--- src/rtl/core/tile_viewport_blit_generator_assert.svh ---
// assertion macros for the tile viewport blit generator
// expects clk and arst_n in the scope where a macro is used
`ifndef TILE_VIEWPORT_BLIT_GENERATOR_ASSERT_SVH
`define TILE_VIEWPORT_BLIT_GENERATOR_ASSERT_SVH

// condition must never hold outside reset
`define TVB_ASSERT_NEVER(label, cond, msg) \
	label: assert property (@(posedge clk) disable iff (!arst_n) !(cond)) \
		else $error(msg);

// consequent holds in the same cycle as the antecedent
`define TVB_ASSERT_IMPL(label, ante, cons, msg) \
	label: assert property (@(posedge clk) disable iff (!arst_n) (ante) |-> (cons)) \
		else $error(msg);

// consequent holds in the cycle after the antecedent
`define TVB_ASSERT_NEXT(label, ante, cons, msg) \
	label: assert property (@(posedge clk) disable iff (!arst_n) (ante) |=> (cons)) \
		else $error(msg);

`endif

--- src/rtl/core/tvb_pkg.sv ---
// shared constants, types and state codes of the tile viewport blit generator
// no dependencies
`default_nettype none

package tvb_pkg;

	localparam int MAP_TILES   = 4096;
	localparam int VIEW_TILES  = 8;
	localparam int ANIM_DRAWS  = 8;
	localparam int ANIM_FRAMES = 3;

	localparam int GID_W  = 16;
	localparam int PIX_W  = 15;
	localparam int SIZE_W = 13;
	localparam int MW_W   = 13;
	localparam int TP_W   = 7;
	localparam int SCR_W  = 11;
	localparam int SHX_W  = 8;
	localparam int SHY_W  = 23;
	localparam int MI_W   = 12;

	localparam int CFG_IDX_W  = 1;
	localparam int CFG_DATA_W = 13;

	localparam logic [CFG_IDX_W-1:0] CFG_MAP_WIDTH   = 1'd0;
	localparam logic [CFG_IDX_W-1:0] CFG_TILE_PIXELS = 1'd1;

	localparam logic [MW_W-1:0] MW_RESET = 13'd1;
	localparam logic [TP_W-1:0] TP_RESET = 7'd16;

	localparam int ADDR_W     = $clog2(MAP_TILES);
	localparam int COUNT_W    = $clog2(MAP_TILES + 1);
	localparam int VIEW_W     = $clog2(VIEW_TILES + 1);
	localparam int DRAW_CNT_W = $clog2(ANIM_DRAWS + 1);
	localparam int FRAME_W    = (ANIM_FRAMES > 0) ? $clog2(ANIM_FRAMES + 1) : 1;

	// tile row or column: pixel coordinate over tile size plus walk offset
	localparam int ROW_W = PIX_W + 1;
	// row-major index before range check
	localparam int IDX_W = PIX_W + MW_W + 2;

	localparam int DIV_LANES = 4;
	localparam int DIV_CNT_W = $clog2(PIX_W);
	localparam int LANE_X = 0;
	localparam int LANE_Y = 1;
	localparam int LANE_W = 2;
	localparam int LANE_H = 3;

	localparam int CMDQ_DEPTH = 2;
	localparam int CMDQ_PTR_W = (CMDQ_DEPTH > 1) ? $clog2(CMDQ_DEPTH) : 1;
	localparam int CMDQ_CNT_W = $clog2(CMDQ_DEPTH + 1);

	localparam int OUTQ_DEPTH = 4;
	localparam int OUTQ_PTR_W = (OUTQ_DEPTH > 1) ? $clog2(OUTQ_DEPTH) : 1;
	localparam int OUTQ_CNT_W = $clog2(OUTQ_DEPTH + 1);

	typedef enum logic {
		OP_LOAD = 1'b0,
		OP_DRAW = 1'b1
	} op_t;

	typedef enum logic [2:0] {
		BK_IDLE,
		BK_DIV,
		BK_BASE,
		BK_ADDR,
		BK_READ,
		BK_EMIT,
		BK_FLUSH
	} back_state_t;

	typedef struct packed {
		op_t               op;
		logic [GID_W-1:0]  gid;
		logic              animated;
		logic              dirty;
		logic [PIX_W-1:0]  vx;
		logic [PIX_W-1:0]  vy;
		logic [SIZE_W-1:0] vw;
		logic [SIZE_W-1:0] vh;
		logic              force_draw;
	} cmd_t;

	typedef struct packed {
		logic                    draw_valid;
		logic signed [SCR_W-1:0] screen_x;
		logic signed [SCR_W-1:0] screen_y;
		logic [SHX_W-1:0]        sheet_x;
		logic signed [SHY_W-1:0] sheet_y;
		logic [MI_W-1:0]         map_index;
		logic                    last;
	} res_t;

	typedef struct packed {
		logic [MW_W-1:0] map_width;
		logic [TP_W-1:0] tile_pixels;
	} cfg_t;

	typedef logic [DIV_LANES-1:0][PIX_W-1:0] div_vec_t;

endpackage

`default_nettype wire

--- src/rtl/core/tvb_outq.sv ---
// result queue between the tile walk and the result ports
// depends on tvb_pkg
`default_nettype none

module tvb_outq (
	input  logic          clk,
	input  logic          arst_n,
	input  logic          push,
	input  tvb_pkg::res_t din,
	output logic          full,
	input  logic          pop,
	output logic          empty,
	output tvb_pkg::res_t dout
);

	tvb_pkg::res_t queue_q [tvb_pkg::OUTQ_DEPTH];
	logic [tvb_pkg::OUTQ_PTR_W-1:0] wr_ptr_q, rd_ptr_q;
	logic [tvb_pkg::OUTQ_CNT_W-1:0] cnt_q;
	logic do_push, do_pop;

	assign full    = (cnt_q == tvb_pkg::OUTQ_CNT_W'(tvb_pkg::OUTQ_DEPTH));
	assign empty   = (cnt_q == '0);
	assign do_push = push && !full;
	assign do_pop  = pop && !empty;
	assign dout    = queue_q[rd_ptr_q];

	always_ff @(posedge clk or negedge arst_n) begin
		if (!arst_n) begin
			wr_ptr_q <= '0;
			rd_ptr_q <= '0;
			cnt_q    <= '0;
		end else begin
			if (do_push) begin
				if (wr_ptr_q == tvb_pkg::OUTQ_PTR_W'(tvb_pkg::OUTQ_DEPTH - 1))
					wr_ptr_q <= '0;
				else
					wr_ptr_q <= wr_ptr_q + tvb_pkg::OUTQ_PTR_W'(1);
			end
			if (do_pop) begin
				if (rd_ptr_q == tvb_pkg::OUTQ_PTR_W'(tvb_pkg::OUTQ_DEPTH - 1))
					rd_ptr_q <= '0;
				else
					rd_ptr_q <= rd_ptr_q + tvb_pkg::OUTQ_PTR_W'(1);
			end
			if (do_push && !do_pop)
				cnt_q <= cnt_q + tvb_pkg::OUTQ_CNT_W'(1);
			else if (do_pop && !do_push)
				cnt_q <= cnt_q - tvb_pkg::OUTQ_CNT_W'(1);
		end
	end

	always_ff @(posedge clk) begin
		if (do_push)
			queue_q[wr_ptr_q] <= din;
	end

endmodule

`default_nettype wire

--- config.mk ---
export PLATFORM = sky130hd
export DESIGN_NAME = tvb_outq
export DESIGN_NICKNAME = d
export VERILOG_FILES = /design/src/rtl/core/tile_viewport_blit_generator_assert.svh /design/src/rtl/core/tvb_pkg.sv /design/src/rtl/core/tvb_outq.sv
export SDC_FILE = /design/constraint.sdc
export NUM_CORES = 1
export LEC_CHECK = 0
export ABC_AREA = 1
export BUFFER_PORTS_ARGS = -buffer_cell sky130_fd_sc_hd__buf_2
export CORE_ASPECT_RATIO = 0.75
export CORE_MARGIN = 3
export CORE_UTILIZATION = 46
export CTS_CLUSTER_DIAMETER = 80
export CTS_CLUSTER_SIZE = 28
export DETAILED_ROUTE_END_ITERATION = 16
export PLACE_DENSITY = 0.66
export SLEW_MARGIN = 25
export SYNTH_ARGS = -nofsm -noshare
export SYNTH_HDL_FRONTEND = slang
export SYNTH_SLANG_ARGS = --single-unit
--- constraint.sdc ---
create_clock -name clk -period 5.05 [get_ports clk]
set_input_delay 0.7575 -clock clk [delete_from_list [all_inputs] [get_ports clk]]
set_output_delay 0.7575 -clock clk [all_outputs]
set_load 0.02 [all_outputs]
* After elaboration in Yosys (flattened, before gate mapping) *
Memory sizes are Yosys's and may differ from the RTL's.
Cells that the tools add are included.

operators by class
  add/subtract/negate cells = 4
  reduce and logical (&&, ||, !) cells = 10
  mux-type cells = 6
  eq/ne operators = 3

operators by type and width
  cell                 count
  $mux 3               2
  $add 2x1->2 const B  2
  $eq 2x2->1 const B   2
  $logic_and 1x1->1    4
  $logic_not 1->1      4
  $mux 2               2
  $add 3x1->3 const B  1
  $eq 3x3->1 const B   1
  $logic_not 3->1      1
  $sub 3x1->3 const B  1
  $mux 1               2
  $reduce_bool 2->1    1

word-level totals
  word-level logic and storage cells = 27
  memory bits (writable) = 268
  output and inout port bits = 69
  memories = 1
  input port bits = 71
  flip-flop bits (word level) = 7

memories
  name     words  bits a word  rd ports  clocked after memory_dff  wr ports  line            source
  queue_q  4      67           1         0                         1         tvb_outq.sv:16  tvb_pkg::res_t queue_q [tvb_pkg::OUTQ_DEPTH];

* Logic depth before layout (Yosys ltp) *
Gate-level depths: netlist of run 1.

  depth after elaboration = 7
  depth in mapped cells = 12
  mapped depth without buffers = 12

* Least setup slack after synthesis of run 1 *
No wires, ideal clock.

  path type = input-to-reg
  start point = input push
  end point = memory queue_q[0][0] (netlist name), enable pin
  required time = 4.557 ns
  cell stages on the path = 2
  data arrival time = 3.702 ns
  library setup time = 0.493 ns
  buffers on the path = 0
  slack = 0.855 ns
  cells stage by stage = nand2_1 > nor2_1

between the ends
  longest elaborated chain between the ends = 3

ends and longest elaborated chain
  what                          line            source
  start: declaration            tvb_outq.sv:8   input logic push,
  $logic_and 1x1->1             tvb_outq.sv:23  assign do_push = push && !full;
  $mux 1                        tvb_outq.sv:53  if (do_push)
  $mux 1 (implied by the code)  tvb_outq.sv:54  queue_q[wr_ptr_q] <= din;
  end: declaration              tvb_outq.sv:16

No other way between the ends.

==> metrics.cfg, run 1 <==
[power]
peakVddDrop_uv=371
total_power_mw=6.98
power_frac_comb_pct=38.4
internal-power_mw=4.28
clkPwrFrac_pct=16.2
power_density_mw_per_mm2=565
sw_frac_of_total_pct=38.7
p_sw_mw=2.70
leakage_nw=4.88
p_seq_share_pct=45.5

[floorplan]
start_util_pct=47.6
ios=140
die_x_um=186
dieHeight_um=141
die_area_mm2=0.0262
core_area_mm2=0.0234
row_count=48

[cells_and_area]
fin_nets=1042
syn_to_final_growth_pct=10.7
layout_commonest_cell=edfxtp_1
final_layout_size_suffix_gt1_share_pct=17.7
final_cell_mix=edfxtp_1, nand2_1, inv_1
stdcell_count=1271

[grt]
grt_max_degree=107
grt-ovfl-total=0
grt_antenna_before_repair=5
grt_pass1_wl_um=31800
grt_pass1_vias=5807
grt_util_all_layers_pct=15.6

[sta]
fin_crit_sh_pct=63.2
finalHoldViolations=0
worst_pin_slew_ps=817
whs_ps=99.0
rsz0062_at_grt=false
fin_skew_ps=7.51
slew_headroom_pct=45.5
max_freq_mhz=313
setup_viol=0
layout_min_cycle_time_ps=3190
slew_viol_final=0
setup-tns-final_ps=0

[cts]
cts_hold_buf=0
cts_tree=yes
clkTransAtPathRegs_ps=100
cts_made_buffers=13
cts_root_buffer=clkbuf_16
cts.sinks=275
h-tree-depth=1
cts_resized=0
clockBufferDepth=3
cts_setup_buffers=0
worstSkewPairLatency_ps=470

[critical_path]
slowest_stage=dfrtp_4
end_kind=primary output
setup.worst_path.class=reg2out
cp.required_ps=4290
critPathBufInv=2
critPathLaunchType=flop
arrival_ps=2430
path_cells=buf_4 > o211ai_1 > nand2_1 > buf_2
crit_family=flip-flops
critical-path-max-stage-delay_ps=920
cp_max_fo=75

[synth]
synth_nets=921
seq_area_frac_synth_pct=73.7
yosysWarnings=0
yosys.cell_types.count=18
ys_ff_latch=275
avgSynthCellArea_um2=13.2
postSynthCellCount=843
syn_area_mm2=0.0112

[routing]
drt-initial-drc-count=486
drc_errors=0
drtPass1Iterations=5
wl_per_cell_um=16.3
dr_total_vias=6268
wirelength_um=20700
viasPerCell=4.93
ant_nets=0

[job]
drv_cap=0

[min_path]
hold_class=in2async

[outcome]
outcome=finished clean

[placed_design]
gp_congestion=0.746
port_buffers=139
dp_hpwl_um=12900
place_inst=1249

## worst reg2reg max path, stage by stage, from the launching register on
cell     delay [ps]
dfrtp_1         430
inv_1            80
nand3_1         150
nand2_1         310
nor2_4          510
buf_4           700
## synthesized netlist by cell type
| library cell | n | share of area (%) |
|---|---|---|
| clkbuf_1 | 4 | 0.13 |
| ha_1 | 6 | 0.67 |
| o211ai_1 | 134 | 9.0 |
| buf_4 | 7 | 0.47 |
| nand3_1 | 7 | 0.31 |
| edfxtp_1 | 268 | 72 |
| inv_2 | 1 | 0.034 |
| nand2_1 | 216 | 7.3 |
| buf_8 | 1 | 0.13 |
| nand4_1 | 1 | 0.056 |
| nor2_1 | 6 | 0.20 |
| buf_2 | 12 | 0.54 |
| dfrtp_1 | 7 | 1.6 |
| buf_6 | 21 | 2.1 |
| inv_1 | 149 | 5.0 |
| o21ai_0 | 1 | 0.045 |
| fa_1 | 1 | 0.18 |
| xnor2_1 | 1 | 0.079 |
## power groups by stage
| stage | clock [mW] | sequential (mW) | combinational (mW) |
|---|---|---|---|
| 6_report | 1.13 | 3.17 | 2.68 |
| 4_1_cts | 1.17 | 3.18 | 2.73 |
| 3_5_place_dp | 0 | 3.23 | 2.73 |
| 3_3_place_gp | 0 | 3.22 | 2.70 |
| 2_1_floorplan | 0 | 3.17 | 2.06 |
| 5_1_grt | 1.26 | 3.22 | 2.98 |
## cell type report
type	instances	area [um2]
Antenna cell	1	2.50
Fill cell	1974	11100
Inverter	150	563
Clock inverter	1	7.51
Sequential cell	275	8230
Tap cell	300	375
Timing Repair Buffer	151	798
Clock buffer	20	352
Multi-Input combinational cell	373	2020
## path summary, 6_finish.rpt
check | start | endpoint | slack [ps] | cells past startpoint
hold / removal | arst_n | cnt_q[2] | 100 | 1
setup reg to reg | cnt_q[0] | queue_q[3][22] | 2470 | 5
setup / recovery | rd_ptr_q[0] | dout[49] | 1860 | 4
min in group clk | din[44] | queue_q[2][44] | 490 | 1
max in group asynchronous | arst_n | rd_ptr_q[0] | 4770 | 1
hold reg to reg | cnt_q[2] | cnt_q[2] | 530 | 2
## logic make-up (layout without fill, tap and decap cells)
| family | count (synthesis) | after routing | share of synthesized area (%) |
|---|---|---|---|
| AO/OA/AOI/OAI | 135 | 135 | 9.06 |
| XOR/XNOR | 1 | 1 | 0.0785 |
| adder cells (fa/ha/maj) | 7 | 7 | 0.852 |
| buffers and inverters | 195 | 322 | 8.45 |
| flip-flops | 275 | 275 | 73.7 |
| other | 0 | 1 | 0 |
| AND/OR/NAND/NOR | 230 | 230 | 7.84 |
## per-layer routing
metal | GRT usage, % | wire length, um | vias to the layer above | part of all wire (%)
li1 | - | - | 3146 | -
met1 | 22.9 | 9780 | 2930 | 47
met2 | 24.7 | 9240 | 160 | 45
met3 | 3.51 | 1340 | 24 | 6.5
met4 | 2.27 | 257 | 8 | 1.2
met5 | 0 | 47 | - | 0.23
## per-stage QoR
step | setup slack (ps) | utilization (%) | instance area (um2)
after floorplan | 855 | - | 11200
after global placement | 2270 | 51.2 | 12000
after detailed placement | 2220 | 51.2 | 12000
after CTS | 1850 | 52.7 | 12300
after global routing | 1600 | 52.7 | 12300
final | 1860 | 52.7 | 12300
## registers in the layout (all words and copies together) (netlist names)
name      flops
cnt_q         3
queue_q     268
rd_ptr_q      2
wr_ptr_q      2
(Power assumes the default switching activity.)
==> inputs of run 2 (changes only) <==
--- a/config.mk
+++ b/config.mk
@@ -5,7 +5,7 @@
 export SDC_FILE = /design/constraint.sdc
 export NUM_CORES = 1
 export LEC_CHECK = 0
-export ABC_AREA = 1
+export ABC_AREA = 0
 export BUFFER_PORTS_ARGS = -buffer_cell sky130_fd_sc_hd__buf_2
 export CORE_ASPECT_RATIO = 0.75
 export CORE_MARGIN = 3
==> constraint.sdc (replaced) <==
create_clock -name clk -period 3.05 [get_ports clk]
set_input_delay 0.4575 -clock clk [delete_from_list [all_inputs] [get_ports clk]]
set_output_delay 0.4575 -clock clk [all_outputs]
set_load 0.02 [all_outputs]
==> run 2 against run 1 <==
Routed wire length shrank 13%. Synthesized area shrank 9.3%. Power grew 57%. Via count shrank 29%. Die area shrank 8.9%. Sequential power grew 69%. Largest cell class unchanged.
==> metrics.cfg, run 2 <==
[synth]
yosys.area_share.simple_pct=0.606  ; -7.2 points
synthMuxAreaShare_pct=15.4  ; +15 points
synth_compound_area_share_pct=0.198  ; -8.9 points
yosys.cell_count.top_type=edfxtp_1
synth_commonest_cells=edfxtp_1, mux4_2, dfrtp_1
synth_edf_count=268  ; unchanged
syn_area_mm2=0.0101  ; -9.3%
seq_area_frac_synth_pct=81.2  ; +7.5 points
synth_xor_xnor_area_share_pct=0.260  ; +0.18 points
synth_nets=466  ; -49%
synth_area_leaders=edfxtp_1, mux4_2, dfrtp_1
synth_top_family_by_area=multiplexers
synth_top_flop_cell=edfxtp_1
avgSynthCellArea_um2=26.1  ; +97%
postSynthCellCount=388  ; -54%
ys_ff_latch=275  ; unchanged
yosysWarnings=0  ; unchanged
synth-adder-area-share_pct=0.940  ; +0.087 points
synth_top_area_share_pct=79.5  ; +7.4 points
yosys.cell_types.count=22  ; +4
synthArstFlopShare_pct=2.55  ; unchanged
synth_top_cell_by_area=edfxtp_1

[routing]
drt-initial-drc-count=395  ; -19%
dr_total_vias=4446  ; -29%
wl_per_cell_um=21.6  ; +33%
drc_errors=0  ; unchanged
viasPerCell=5.33  ; +8.1%
drtPass1Iterations=5  ; unchanged
ant_nets=0  ; unchanged
wirelength_um=18000  ; -13%

[grt]
grt_max_degree=45  ; -58%
grt_pass1_vias=4791  ; -17%
grt_util_all_layers_pct=15.2  ; -0.36 points
grt-ovfl-total=0  ; unchanged
grt_pass1_wl_um=27800  ; -13%
grt_antenna_before_repair=3  ; -2

[critical_path]
cp.required_ps=2590  ; -1700 ps
setup.worst_path.class=reg2out
arrival_ps=2250  ; -180 ps
end_kind=primary output
critPathLaunchType=flop
critical-path-max-stage-delay_ps=890  ; -30 ps
slowest_stage=dfrtp_4
cp_max_fo=44  ; -41%
critPathBufInv=2  ; unchanged
path_cells=buf_12 > mux4_2 > buf_2
crit_family=flip-flops

[power]
p_sw_mw=3.56  ; +32%
power_frac_comb_pct=33.8  ; -4.6 points
clkPwrFrac_pct=17.3  ; +1.1 points
p_seq_share_pct=48.9  ; +3.4 points
peakVddDrop_uv=583  ; +57%
sw_frac_of_total_pct=32.4  ; -6.3 points
power_density_mw_per_mm2=944  ; +67%
leakage_nw=3.91  ; -20%
internal-power_mw=7.43  ; +74%

[cts]
cts_tree=yes
worstSkewPairLatency_ps=480  ; about the same
cts_setup_buffers=0  ; unchanged
cts_resized=0  ; unchanged
cts.sinks=275  ; unchanged
cts_root_buffer=clkbuf_16
h-tree-depth=1  ; unchanged
clockBufferDepth=3  ; unchanged
clkTransAtPathRegs_ps=100  ; about the same
cts_made_buffers=13  ; unchanged

[sta]
fin_crit_sh_pct=88.7
max_freq_mhz=369
setup-tns-final_ps=0  ; unchanged
slew_viol_final=0  ; unchanged
finalHoldViolations=0  ; unchanged
setup_viol=0  ; unchanged
layout_min_cycle_time_ps=2710
rsz0062_at_grt=false
fin_skew_ps=21.0  ; +13.5 ps
slew_headroom_pct=52.0  ; +6.5 points
worst_pin_slew_ps=720  ; -97.0 ps

[floorplan]
die_area_mm2=0.0238  ; -8.9%
ios=140  ; unchanged
core_area_mm2=0.0214  ; -8.8%
dieHeight_um=134  ; -4.5%
row_count=46  ; -4.2%
die_x_um=177  ; -4.6%
start_util_pct=47.4  ; -0.22 points

[placed_design]
port_buffers=139  ; unchanged
placed_area_mm2=0.0112  ; -6.1%
place_inst=811  ; -35%
dp_hpwl_um=11300  ; -12%
gp_congestion=0.750  ; +0.60%

[outcome]
outcome=finished clean

[cells_and_area]
diodes=0  ; -1
multi_input_area_mm2=0.00177  ; -13%
top_register=queue_q
syn_to_final_growth_pct=15.0
largest_reg_flops=268  ; unchanged
seqCellArea_mm2=0.00823  ; about the same
layout_commonest_cell=edfxtp_1
fin_nets=617  ; -41%
fin_area_mm2=0.0116  ; -5.8%
fillers=1618  ; -18%
stdcell_count=834  ; -34%
final_cell_mix=edfxtp_1, buf_2, mux4_2
final_layout_size_suffix_gt1_share_pct=44.9  ; +27 points
reg_top3=queue_q x268, cnt_q x3

[job]
drv_cap=0  ; unchanged

[min_path]
hold_class=in2reg

==> run 2: cell count changes after synthesis, moves of 4 or more <==
| cell | previous run | this run |
|---|---|---|
| nand2_1 | 216 | 0 |
| inv_1 | 149 | 3 |
| o211ai_1 | 134 | 0 |
| mux4_2 | 0 | 67 |
| buf_6 | 21 | 1 |
| nand3_1 | 7 | 0 |
| buf_2 | 12 | 6 |
| and2_1 | 0 | 4 |
| nor2_1 | 6 | 2 |
==> run 2: repair_timing <==
action	4_1_cts	5_1_grt
endpoints found under the hold margin	7	0
hold buffers	1	0
setup endpoints to repair	0	0
==> run 2: worst paths after layout <==
kind | startpoint | end | slack [ps] | cells past startpoint
min in group asynchronous | arst_n | cnt_q[1] | 330 | 2
min reg2reg | cnt_q[2] | cnt_q[2] | 560 | 1
max | rd_ptr_q[1] | dout[66] | 340 | 3
max reg2reg | cnt_q[2] | cnt_q[2] | 780 | 8
min | din[31] | queue_q[2][31] | 180 | 1
max in group asynchronous | arst_n | rd_ptr_q[0] | 2530 | 2
==> run 2: area by class of cell <==
class,instances,area share [%]
clock buffer,20,3.11
inverter,3,0.0968
tap,288,3.10
clock inverter,2,0.118
timing repair buffer,153,7.66
multi-input combinational,93,15.2
sequential,275,70.7
==> run 2: power by group through the flow <==
stage | sequential, mW | clock (mW) | combinational [mW]
floorplan | 5.24 | 0 | 2.75
global placement | 5.43 | 0 | 3.75
detailed placement | 5.48 | 0 | 3.80
CTS | 5.40 | 1.96 | 3.81
global route | 5.46 | 2.12 | 3.98
finish | 5.37 | 1.90 | 3.71
==> run 2: logic make-up after synthesis <==
logic type,Yosys count
AOI/OAI and AO/OA,2
muxes,71
buffers and inverters,20
adders and majority gates,7
xor gates and xnor gates,3
DFF,275
and+or+nand+nor,10
==> run 2: worst reg2reg max path: stages, from the launching register on <==
cell and delay [ps]:
dfrtp_1 430, nor3b_2 180, nor2b_1 410, ha_1 280, inv_1 60, fa_1 370
xor2_1 170, nor2_1 120, xor2_1 170
==> run 2: per-layer routing <==
metal  vias to the layer above  GRT usage [%]  share of wire (%)
met3                        21           3.99                8.4
li1                       1948              -                  -
met5                         -              0               0.24
met2                       140           24.7                 47
met1                      2331           21.9                 43
met4                         6           2.09                1.3
==> run 2: through the flow <==
stage,setup slack [ps],power [mW],hold slack (ps),util [%]
6_report,343,11.0,184,54.5
5_1_grt,217,11.6,154,54.5
4_1_cts,297,11.2,160,54.5
3_5_place_dp,786,9.28,309,52.7
3_3_place_gp,839,9.18,304,52.7
2_1_floorplan,157,7.99,162,-
