`src/rtl/core/tile_viewport_blit_generator_assert.svh`:
```
// assertion macros for the tile viewport blit generator
// expects clk and arst_n in the scope where a macro is used
`ifndef TILE_VIEWPORT_BLIT_GENERATOR_ASSERT_SVH
`define TILE_VIEWPORT_BLIT_GENERATOR_ASSERT_SVH

// condition must never hold outside reset
`define TVB_ASSERT_NEVER(label, cond, msg) \
	label: assert property (@(posedge clk) disable iff (!arst_n) !(cond)) \
		else $error(msg);

// consequent holds in the same cycle as the antecedent
`define TVB_ASSERT_IMPL(label, ante, cons, msg) \
	label: assert property (@(posedge clk) disable iff (!arst_n) (ante) |-> (cons)) \
		else $error(msg);

// consequent holds in the cycle after the antecedent
`define TVB_ASSERT_NEXT(label, ante, cons, msg) \
	label: assert property (@(posedge clk) disable iff (!arst_n) (ante) |=> (cons)) \
		else $error(msg);

`endif

```
`src/rtl/core/tvb_pkg.sv`:
```
// shared constants, types and state codes of the tile viewport blit generator
// no dependencies
`default_nettype none

package tvb_pkg;

	localparam int MAP_TILES   = 4096;
	localparam int VIEW_TILES  = 8;
	localparam int ANIM_DRAWS  = 8;
	localparam int ANIM_FRAMES = 3;

	localparam int GID_W  = 16;
	localparam int PIX_W  = 15;
	localparam int SIZE_W = 13;
	localparam int MW_W   = 13;
	localparam int TP_W   = 7;
	localparam int SCR_W  = 11;
	localparam int SHX_W  = 8;
	localparam int SHY_W  = 23;
	localparam int MI_W   = 12;

	localparam int CFG_IDX_W  = 1;
	localparam int CFG_DATA_W = 13;

	localparam logic [CFG_IDX_W-1:0] CFG_MAP_WIDTH   = 1'd0;
	localparam logic [CFG_IDX_W-1:0] CFG_TILE_PIXELS = 1'd1;

	localparam logic [MW_W-1:0] MW_RESET = 13'd1;
	localparam logic [TP_W-1:0] TP_RESET = 7'd16;

	localparam int ADDR_W     = $clog2(MAP_TILES);
	localparam int COUNT_W    = $clog2(MAP_TILES + 1);
	localparam int VIEW_W     = $clog2(VIEW_TILES + 1);
	localparam int DRAW_CNT_W = $clog2(ANIM_DRAWS + 1);
	localparam int FRAME_W    = (ANIM_FRAMES > 0) ? $clog2(ANIM_FRAMES + 1) : 1;

	// tile row or column: pixel coordinate over tile size plus walk offset
	localparam int ROW_W = PIX_W + 1;
	// row-major index before range check
	localparam int IDX_W = PIX_W + MW_W + 2;

	localparam int DIV_LANES = 4;
	localparam int DIV_CNT_W = $clog2(PIX_W);
	localparam int LANE_X = 0;
	localparam int LANE_Y = 1;
	localparam int LANE_W = 2;
	localparam int LANE_H = 3;

	localparam int CMDQ_DEPTH = 2;
	localparam int CMDQ_PTR_W = (CMDQ_DEPTH > 1) ? $clog2(CMDQ_DEPTH) : 1;
	localparam int CMDQ_CNT_W = $clog2(CMDQ_DEPTH + 1);

	localparam int OUTQ_DEPTH = 4;
	localparam int OUTQ_PTR_W = (OUTQ_DEPTH > 1) ? $clog2(OUTQ_DEPTH) : 1;
	localparam int OUTQ_CNT_W = $clog2(OUTQ_DEPTH + 1);

	typedef enum logic {
		OP_LOAD = 1'b0,
		OP_DRAW = 1'b1
	} op_t;

	typedef enum logic [2:0] {
		BK_IDLE,
		BK_DIV,
		BK_BASE,
		BK_ADDR,
		BK_READ,
		BK_EMIT,
		BK_FLUSH
	} back_state_t;

	typedef struct packed {
		op_t               op;
		logic [GID_W-1:0]  gid;
		logic              animated;
		logic              dirty;
		logic [PIX_W-1:0]  vx;
		logic [PIX_W-1:0]  vy;
		logic [SIZE_W-1:0] vw;
		logic [SIZE_W-1:0] vh;
		logic              force_draw;
	} cmd_t;

	typedef struct packed {
		logic                    draw_valid;
		logic signed [SCR_W-1:0] screen_x;
		logic signed [SCR_W-1:0] screen_y;
		logic [SHX_W-1:0]        sheet_x;
		logic signed [SHY_W-1:0] sheet_y;
		logic [MI_W-1:0]         map_index;
		logic                    last;
	} res_t;

	typedef struct packed {
		logic [MW_W-1:0] map_width;
		logic [TP_W-1:0] tile_pixels;
	} cfg_t;

	typedef logic [DIV_LANES-1:0][PIX_W-1:0] div_vec_t;

endpackage

`default_nettype wire

```
`src/rtl/core/tvb_front.sv`:
```
// front end: accepts items, decodes the request type, holds them in a short command queue
// depends on tvb_pkg
`default_nettype none

module tvb_front (
	input  logic                       clk,
	input  logic                       arst_n,
	input  logic                       push,
	output logic                       full,
	input  logic                       req_type,
	input  logic [tvb_pkg::GID_W-1:0]  tile_gid,
	input  logic                       tile_animated,
	input  logic                       tile_dirty,
	input  logic [tvb_pkg::PIX_W-1:0]  view_x,
	input  logic [tvb_pkg::PIX_W-1:0]  view_y,
	input  logic [tvb_pkg::SIZE_W-1:0] view_w,
	input  logic [tvb_pkg::SIZE_W-1:0] view_h,
	input  logic                       force_req,
	output tvb_pkg::cmd_t              cmd,
	output logic                       cmd_valid,
	input  logic                       cmd_pop
);

	tvb_pkg::cmd_t in_cmd;
	tvb_pkg::cmd_t queue_q [tvb_pkg::CMDQ_DEPTH];
	logic [tvb_pkg::CMDQ_PTR_W-1:0] wr_ptr_q, rd_ptr_q;
	logic [tvb_pkg::CMDQ_CNT_W-1:0] cnt_q;
	logic do_push, do_pop;

	always_comb begin
		in_cmd.op         = req_type ? tvb_pkg::OP_DRAW : tvb_pkg::OP_LOAD;
		in_cmd.gid        = tile_gid;
		in_cmd.animated   = tile_animated;
		in_cmd.dirty      = tile_dirty;
		in_cmd.vx         = view_x;
		in_cmd.vy         = view_y;
		in_cmd.vw         = view_w;
		in_cmd.vh         = view_h;
		in_cmd.force_draw = force_req;
	end

	assign full      = (cnt_q == tvb_pkg::CMDQ_CNT_W'(tvb_pkg::CMDQ_DEPTH));
	assign cmd_valid = (cnt_q != '0);
	assign do_push   = push && !full;
	assign do_pop    = cmd_pop && cmd_valid;
	assign cmd       = queue_q[rd_ptr_q];

	always_ff @(posedge clk or negedge arst_n) begin
		if (!arst_n) begin
			wr_ptr_q <= '0;
			rd_ptr_q <= '0;
			cnt_q    <= '0;
		end else begin
			if (do_push) begin
				if (wr_ptr_q == tvb_pkg::CMDQ_PTR_W'(tvb_pkg::CMDQ_DEPTH - 1))
					wr_ptr_q <= '0;
				else
					wr_ptr_q <= wr_ptr_q + tvb_pkg::CMDQ_PTR_W'(1);
			end
			if (do_pop) begin
				if (rd_ptr_q == tvb_pkg::CMDQ_PTR_W'(tvb_pkg::CMDQ_DEPTH - 1))
					rd_ptr_q <= '0;
				else
					rd_ptr_q <= rd_ptr_q + tvb_pkg::CMDQ_PTR_W'(1);
			end
			if (do_push && !do_pop)
				cnt_q <= cnt_q + tvb_pkg::CMDQ_CNT_W'(1);
			else if (do_pop && !do_push)
				cnt_q <= cnt_q - tvb_pkg::CMDQ_CNT_W'(1);
		end
	end

	always_ff @(posedge clk) begin
		if (do_push)
			queue_q[wr_ptr_q] <= in_cmd;
	end

endmodule

`default_nettype wire

```
`config.mk`:
```
export PLATFORM = sky130hd
export DESIGN_NAME = tvb_front
export DESIGN_NICKNAME = d
export VERILOG_FILES = /design/src/rtl/core/tile_viewport_blit_generator_assert.svh /design/src/rtl/core/tvb_pkg.sv /design/src/rtl/core/tvb_front.sv
export SDC_FILE = /design/constraint.sdc
export NUM_CORES = 1
export LEC_CHECK = 0
export BUFFER_PORTS_ARGS = -buffer_cell sky130_fd_sc_hd__clkbuf_2
export CAP_MARGIN = 20
export CELL_PAD_IN_SITES_DETAIL_PLACEMENT = 0
export CELL_PAD_IN_SITES_GLOBAL_PLACEMENT = 1
export CORE_ASPECT_RATIO = 2
export CORE_UTILIZATION = 44
export DETAILED_ROUTE_END_ITERATION = 12
export PLACE_DENSITY_LB_ADDON = 0.2
export SLEW_MARGIN = 0
export SYNTH_ARGS = -nofsm -noshare
export SYNTH_HDL_FRONTEND = slang
export SYNTH_SLANG_ARGS = --single-unit
```
`constraint.sdc`:
```
create_clock -name clk -period 4.9 [get_ports clk]
set_input_delay 0.49 -clock clk [delete_from_list [all_inputs] [get_ports clk]]
set_output_delay 0.49 -clock clk [all_outputs]
set_load 0.02 [all_outputs]
```
Word level (Yosys, flattened, before mapping)
Memory sizes are Yosys's and may differ from the RTL's.
Index checks and enable logic that the tools add are counted.

cells by class
  add/sub/neg operators = 4
  reduce and logical (&&, ||, !) cells = 9
  eq/ne operators = 1
  mux-type cells = 7

operator list
  kind                                              count
  2-to-1 mux 1 bit                                  5
  logical AND 1 bit                                 4
  2-to-1 mux 2 bit                                  2
  nonzero test 2 bit                                2
  zero test 1 bit                                   3
  adder 1 bit, second input constant                2
  adder 2 x 1 -> 2 bit, second input constant       1
  equality test 2 bit, second input constant        1
  subtractor 2 x 1 -> 2 bit, second input constant  1

word-level totals
  flip-flop bits (word level) = 4
  output and inout port bits = 78
  bits of input ports = 80
  memories kept = 1
  word-level logic and storage cells = 25
  memory bits (writable) = 152

memories
  memory   words  bits a word  read ports  clocked after memory_dff  write ports  line             RTL
  queue_q  2      76           1           0                         1            tvb_front.sv:25  tvb_pkg::cmd_t queue_q [tvb_pkg::CMDQ_DEPTH];

Depth between registers and ports, before layout
Gate-level depths: netlist (run 1).

  word-level depth = 7
  depth in mapped cells = 7
  mapped depth without buffers = 7

Least setup slack after synthesis (run 1)
No wires, ideal clock.

  kind = register -> register
  from = reg cnt_q[0] (netlist name)
  to = mem queue_q[0][0] (netlist name) (enable)
  stages on the path, launching flop included = 4
  library setup time = 0.511 ns
  arrival time = 3.795 ns
  slack = 0.595 ns
  clock period less this slack = 4.305 ns
  path buffers = 0
  data required time = 4.389 ns
  cell sequence = dfrtp_1 > nand2b_1 > nand2_1 > nor2_1

on the way
  cells in the longest elaborated chain, start to end = 5

RTL lines
  what                                    line             RTL
  start, declared                         tvb_front.sv:27  logic [tvb_pkg::CMDQ_CNT_W-1:0] cnt_q;
  start signal, assigned                  tvb_front.sv:67  cnt_q <= cnt_q + tvb_pkg::CMDQ_CNT_W'(1);
  start signal, assigned                  tvb_front.sv:69  cnt_q <= cnt_q - tvb_pkg::CMDQ_CNT_W'(1);
  equality test 2 bit                     tvb_front.sv:42  assign full = (cnt_q == tvb_pkg::CMDQ_CNT_W'(tvb_pkg::CMDQ_DEPTH));
  zero test 1 bit                         tvb_front.sv:44  assign do_push = push && !full;
  logical AND 1 bit                       tvb_front.sv:44
  2-to-1 mux 1 bit                        tvb_front.sv:74  if (do_push)
  2-to-1 mux 1 bit (not written as such)  tvb_front.sv:75  queue_q[wr_ptr_q] <= in_cmd;
  end, declared                           tvb_front.sv:25

No other way between the ends.

==> flow_metrics.py, run 1 <==
metrics = {
    "place": {
        "port_buffers": 157,
        "placedCellCount": 559,
        "place_hpwl_mm": 6.542,
        "dpl_cell_area_mm2": 0.006745,
        "place.gp.congestion": 0.7139,
        "place_ws_ns": 2.378,
    },
    "layout": {
        "drive_above_1_share": 0.6100,
        "final_area_mm2": 0.007356,
        "area_delta_synth_final_pct": 26.43,
        "nFillCells": 1002,
        "multi_input_area_mm2": 0.001071,
        "n_antenna_cell": 0,
        "regArea_mm2": 0.004668,
        "final_nets": 509,
        "final_util": 0.5694,
        "final_cells": 593,
    },
    "clocking": {
        "numCtsBuffers": 17,
        "cts.repair.resized": 0,
        "cts_num_sinks": 156,
        "cts.htree.levels": 4,
        "cts_root_buffer": "clkbuf_16",
        "cts_tree": "built",
        "clk_pin_slew_ns": 0.06,
        "clk_latency_ns": 0.41,
        "cts_buffer_depth": 2,
    },
    "timing": {
        "fin_ws_ns": 1.987,
        "final_hold_viol_count": 0,
        "slew_headroom": 0.4163,
        "clock.fmax_ghz": 0.3432,
        "min_period_ns": 2.913,
        "hold_slack_ns": 0.2681,
        "period_share": 0.5946,
        "finClkSkew_ns": 0.007195,
        "fin_tns_setup_ns": 0,
        "setup_viol": 0,
        "rsz0062_at_grt": "false",
        "drv_slew": 0,
        "tightest_slew_ns": 0.8756,
    },
    "grt": {
        "grt_use_total": 0.1507,
        "grt_pass1_vias": 2999,
        "grt_max_degree": 77,
        "grt_pass1_wl_mm": 15.06,
        "antenna_found_initial": 0,
        "overflow": 0,
    },
    "route": {
        "first_iter_violations": 83,
        "highest_layer": "met4",
        "postRouteAntennaNets": 0,
        "drc": 0,
        "first_pass_iters": 4,
        "routed_wl_mm": 10.15,
        "wl_met1_mm": 3.672,
        "post_drt_wl_per_cell_um": 17.11,
        "routed-wl-met2_mm": 5.683,
        "via_per_inst": 4.820,
        "wl_met3_um": 629,
        "vias": 2858,
    },
    "worst_setup_path": {
        "path_cells": "buf_4 -> mux2_2 -> clkbuf_2",
        "path_class": "register to primary output",
        "worst-path-buf-inv": 2,
        "cp_data_required_time_ns": 4.41,
        "cp.arrival_ns": 2.42,
        "cp-end-kind": "primary output",
        "cp-start-kind": "register",
        "slowest_stage": "dfrtp_4",
        "cpPeakStageDelay_ns": 0.98,
        "cp_max_fo": 55,
        "critPathTopFamily": "flip-flops",
    },
    "logic_synthesis": {
        "synth.largest_area_cell": "edfxtp_1",
        "synth_flop_cell": "edfxtp_1",
        "syn-num-nets": 337,
        "ys_ff_latch": 156,
        "yosysWarnings": 0,
        "synthArstFlopShare": 0.02564,
        "ys_seq_area_frac": 0.8017,
        "syn-cell-area_mm2": 0.005818,
        "synthTopCellsByArea": "edfxtp_1 (78%), mux2_2 (8.9%), mux2_4 (7.7%), dfrtp_1 (1.7%), buf_8 (0.77%)",
        "synthCells": 256,
        "synth_edf_count": 152,
        "synth_area_per_cell_um2": 22.73,
        "synth_cell_types": 16,
        "synth_top_area_share": 0.7845,
    },
    "die": {
        "die_area_mm2": 0.01371,
        "core_area_mm2": 0.01292,
        "start_util": 0.4504,
        "die_height_um": 164.6,
        "io_pins": 158,
        "rows": 59,
        "chipWidth_um": 83.31,
    },
    "power": {
        "power_density_mw_per_mm2": 639.7,
        "ir_drop_uv": 480.8,
        "p_leak_nw": 2.887,
        "p_total_mw": 4.706,
    },
    "job": {
        "maxCapViolations": 0,
    },
    "worst_hold_path": {
        "hp-class": "primary input to register",
    },
    "run_status": {
        "status": "complete, no violations",
    },
}
==> cell usage in the layout (no fill, tap or decap), types with 2 or more instances in the layout <==
cell	instances
dfrtp_1	3
bufinv_16	2
clkbuf_2	157
inv_6	2
inv_1	2
edfxtp_1	152
xnor2_1	3
mux2_4	30
nand2_1	2
clkbuf_16	17
mux2_2	46
xor2_1	2
clkinvlp_4	5
clkinv_4	2
clkinv_1	3
buf_4	3
==> report_power, final <==
group	internal [mW]	switching [mW]
Sequential	1.83	0.180
Combinational	0.635	0.817
Clock	0.748	0.499
==> registers in the layout, indices dropped and copies added (netlist names) <==
| register | cells |
|---|---|
| queue_q | 152 |
| rd_ptr_q | 1 |
| cnt_q | 2 |
| wr_ptr_q | 1 |
==> timing repair <==
item | in CTS | in global routing
hold endpoints to repair | 4 | 0
setup buffers | 0 | 0
hold buffers | 1 | 0
==> synthesized netlist by cell type, types with 2 or more instances <==
master      n
edfxtp_1  152
mux2_2     46
mux2_4     30
buf_2       4
dfrtp_1     4
buf_8       3
xnor2_1     3
buf_6       2
inv_1       2
nand2_1     2
nor2_1      2
xor2_1      2
==> path summary, 6_finish.rpt <==
kind                                       from                        to  slack (ns)  cells after the start
min in group asynchronous                arst_n      cnt_q[1]$_DFFE_PN0P_        0.43                      2
min                                   view_x[8]  queue_q[1][50]$_DFFE_PP_        0.27                      1
max reg2reg                cnt_q[0]$_DFFE_PN0P_  queue_q[0][46]$_DFFE_PP_        2.91                      4
min reg2reg                cnt_q[1]$_DFFE_PN0P_      cnt_q[1]$_DFFE_PN0P_        0.50                      1
max in group asynchronous                arst_n      rd_ptr_q$_DFFE_PN0P_        4.33                      2
max                        rd_ptr_q$_DFFE_PN0P_                   cmd[59]        1.99                      3
==> layout make-up <==
class,count,area share
flip-flops and latches,156,0.6346
multi-input cells,89,0.1456
repair buffers,162,0.1150
clock buffers,18,0.05834
well taps,152,0.02585
clock inverters,14,0.01956
inverters,2,0.001021
==> cells by family after synthesis <==
group,Yosys count,synth area share
multiplexers,76,0.1665
AND/OR/NAND/NOR,7,0.005809
adder cells (fa/ha/maj),1,0.002150
XOR/XNOR,5,0.007528
flip-flops,156,0.8017
buffers and inverters,11,0.01634
==> per-layer routing <==
metal / track usage / up-vias
met5: 0 / -
met4: 0.07680 / 0
met3: 0.05247 / 11
met2: 0.2735 / 97
met1: 0.1510 / 1398
li1: - / 1352
Power figures use the tool's default switching activity.
==> run 2: changes to the inputs <==
--- a/config.mk
+++ b/config.mk
@@ -5,12 +5,13 @@
 export SDC_FILE = /design/constraint.sdc
 export NUM_CORES = 1
 export LEC_CHECK = 0
+export ABC_AREA = 1
 export BUFFER_PORTS_ARGS = -buffer_cell sky130_fd_sc_hd__clkbuf_2
 export CAP_MARGIN = 20
 export CELL_PAD_IN_SITES_DETAIL_PLACEMENT = 0
 export CELL_PAD_IN_SITES_GLOBAL_PLACEMENT = 1
 export CORE_ASPECT_RATIO = 2
-export CORE_UTILIZATION = 44
+export CORE_UTILIZATION = 41
 export DETAILED_ROUTE_END_ITERATION = 12
 export PLACE_DENSITY_LB_ADDON = 0.2
 export SLEW_MARGIN = 0
==> constraint.sdc (replaced) <==
create_clock -name clk -period 2.69 [get_ports clk]
set_input_delay 0.269 -clock clk [delete_from_list [all_inputs] [get_ports clk]]
set_output_delay 0.269 -clock clk [all_outputs]
set_load 0.02 [all_outputs]
==> flow_metrics.py, run 2 <==
metrics = {
    "run_status": {
        "status": "complete, no violations",
    },
    "logic_synthesis": {
        "yosys-top-cells-count": "nand2_1 (239), edfxtp_1 (152), buf_2 (9)",
        "synthCells": 429,
        "synth_edf_count": 152,
        "yosysWarnings": 0,
        "synth_area_per_cell_um2": 13.45,
        "ys_seq_area_frac": 0.8082,
        "synth_flop_cell": "edfxtp_1",
        "syn-num-nets": 510,
        "synthArstFlopShare": 0.02564,
        "synth_cell_types": 14,
        "synth.most_common_cell": "nand2_1",
        "synth.largest_area_cell": "edfxtp_1",
        "syn-cell-area_mm2": 0.005772,
        "synth_top_area_share": 0.7908,
        "ys_ff_latch": 156,
        "synthTopCellsByArea": "edfxtp_1 (79%), nand2_1 (16%), dfrtp_1 (1.7%), buf_6 (0.98%), buf_2 (0.78%)",
    },
    "worst_setup_path": {
        "cp_data_required_time_ns": 2.42,
        "cp-end-kind": "primary output",
        "cp_max_fo": 77,
        "cp.arrival_ns": 1.91,
        "cp-start-kind": "register",
        "path_class": "register to primary output",
    },
    "layout": {
        "final_util": 0.5304,
        "area_delta_synth_final_pct": 26.95,
        "top_regs": "queue_q x152, cnt_q x2",
        "layout_common_cells": "nand2_1 (239), clkbuf_2 (157), edfxtp_1 (152), clkbuf_16 (17), inv_1 (6)",
        "final_nets": 677,
        "final_common_cell": "nand2_1",
        "largest_register_ffs": 152,
        "final_cells": 798,
        "drive_above_1_share": 0.3268,
        "final_area_mm2": 0.007327,
        "top_register": "queue_q",
        "n_antenna_cell": 0,
    },
    "route": {
        "vias": 3563,
        "routed_wl_mm": 10.96,
        "via_per_inst": 4.465,
        "first_iter_violations": 131,
        "drc": 0,
        "first_pass_iters": 4,
        "post_drt_wl_per_cell_um": 13.73,
        "postRouteAntennaNets": 0,
    },
    "clocking": {
        "cts_root_buffer": "clkbuf_16",
        "clk_latency_ns": 0.41,
        "cts.htree.levels": 4,
        "cts_buffer_depth": 2,
        "cts_num_sinks": 156,
        "cts_tree": "built",
        "clk_pin_slew_ns": 0.07,
        "cts_setup_buffers": 0,
        "numCtsBuffers": 17,
    },
    "power": {
        "p_leak_nw": 3.193,
        "power_density_mw_per_mm2": 1177,
        "ir_drop_uv": 710.5,
    },
    "timing": {
        "slew_headroom": 0.4388,
        "setup_viol": 0,
        "fin_tns_setup_ns": 0,
        "rsz0062_at_grt": "false",
        "finClkSkew_ns": 0.007008,
        "final_hold_viol_count": 0,
        "fin_ws_ns": 0.5081,
        "min_period_ns": 2.182,
        "period_share": 0.8111,
        "clock.fmax_ghz": 0.4583,
        "tightest_slew_ns": 0.8418,
        "drv_slew": 0,
    },
    "worst_hold_path": {
        "hp-class": "primary input to register",
    },
    "grt": {
        "grt_max_degree": 78,
        "overflow": 0,
        "grt_pass1_vias": 3572,
        "grt_use_total": 0.1590,
        "antenna_found_initial": 0,
        "grt_pass1_wl_mm": 17.09,
    },
    "place": {
        "dpl_cell_area_mm2": 0.006760,
        "place.gp.congestion": 0.7427,
        "place_ws_ns": 0.6936,
        "placedCellCount": 765,
        "port_buffers": 157,
        "place_hpwl_mm": 7.133,
    },
    "die": {
        "die_height_um": 169.8,
        "core_area_mm2": 0.01381,
        "rows": 61,
        "io_pins": 158,
        "chipWidth_um": 85.90,
        "start_util": 0.4178,
        "die_area_mm2": 0.01458,
    },
    "job": {
        "maxCapViolations": 0,
    },
}
-- run 2: changes by cell type after synthesis, sizes merged, moves of 2 or more --
| cell | delta |
|---|---|
| xor2 | -2 |
| nand3 | +2 |
| nand2 | +237 |
| buf | +8 |
| xnor2 | -2 |
| mux2 | -76 |
| inv | +6 |
-- run 2: per-stage QoR --
stage	power, mW	hold WS [ns]
after floorplan	5.516	-0.02659
after global placement	6.490	0.08190
after detailed placement	6.546	0.08559
after CTS	8.768	0.02329
after global routing	9.132	0.02823
final	8.624	0.04270
-- run 2: cell type report --
cell class | count | area, um^2
inverters | 8 | 36.28
clock buffers | 18 | 429.2
repair buffers | 165 | 873.3
well taps | 189 | 236.5
clock inverters | 14 | 127.6
multi-input cells | 248 | 958.4
flip-flops and latches | 156 | 4666
fillers | 1229 | 6487
-- run 2: worst paths after layout --
path | from | endpoint | slack (ns) | cells after the start
worst min-delay path | view_w[8] | queue_q[1][22]$_DFFE_PP_ | 0.04 | 1
min in group asynchronous | arst_n | cnt_q[1]$_DFFE_PN0P_ | 0.23 | 2
worst min register to register | wr_ptr_q$_DFFE_PN0P_ | wr_ptr_q$_DFFE_PN0P_ | 0.48 | 2
worst max register to register | cnt_q[0]$_DFFE_PN0P_ | queue_q[0][29]$_DFFE_PP_ | 0.71 | 5
worst max-delay path | rd_ptr_q$_DFFE_PN0P_ | cmd[31] | 0.51 | 4
max in group asynchronous | arst_n | rd_ptr_q$_DFFE_PN0P_ | 2.31 | 2
-- run 2: report_power, final --
group          total, mW  switching [mW]  internal [mW]
logic               2.97            2.15          0.820
registers           3.44           0.123           3.31
clock network       2.21           0.993           1.22
total               8.62            3.27           5.35
-- run 2: repair_timing --
action                    CTS  global route
resized for setup           0             0
hold endpoints to repair    4             0
hold buffers                1             0
-- run 2: layer usage --
| metal | global-route usage | routed length, um | part of all wire | vias to the layer above |
|---|---|---|---|---|
| met4 | 0.07754 | 312 | 0.028 | 0 |
| met5 | 0 | 0 | 0 | - |
| met3 | 0.04329 | 571 | 0.052 | 20 |
| li1 | - | - | - | 1775 |
| met1 | 0.1504 | 3937 | 0.36 | 1664 |
| met2 | 0.3040 | 6138 | 0.56 | 104 |
-- run 2: critical path, cell delays in order (launching register included) --
cell and delay [ns]:
dfrtp_2 0.38, buf_4 0.65, nand2_1 0.11, nand2_1 0.15
clkbuf_2 0.18
-- run 2: cells by family after synthesis --
family / synth area share
AND/OR/NAND/NOR: 0.1602
AO/OA/AOI/OAI: 0.0008663
adder cells (fa/ha/maj): 0.002167
flip-flops: 0.8082
XOR/XNOR: 0.001518
buffers and inverters: 0.02710
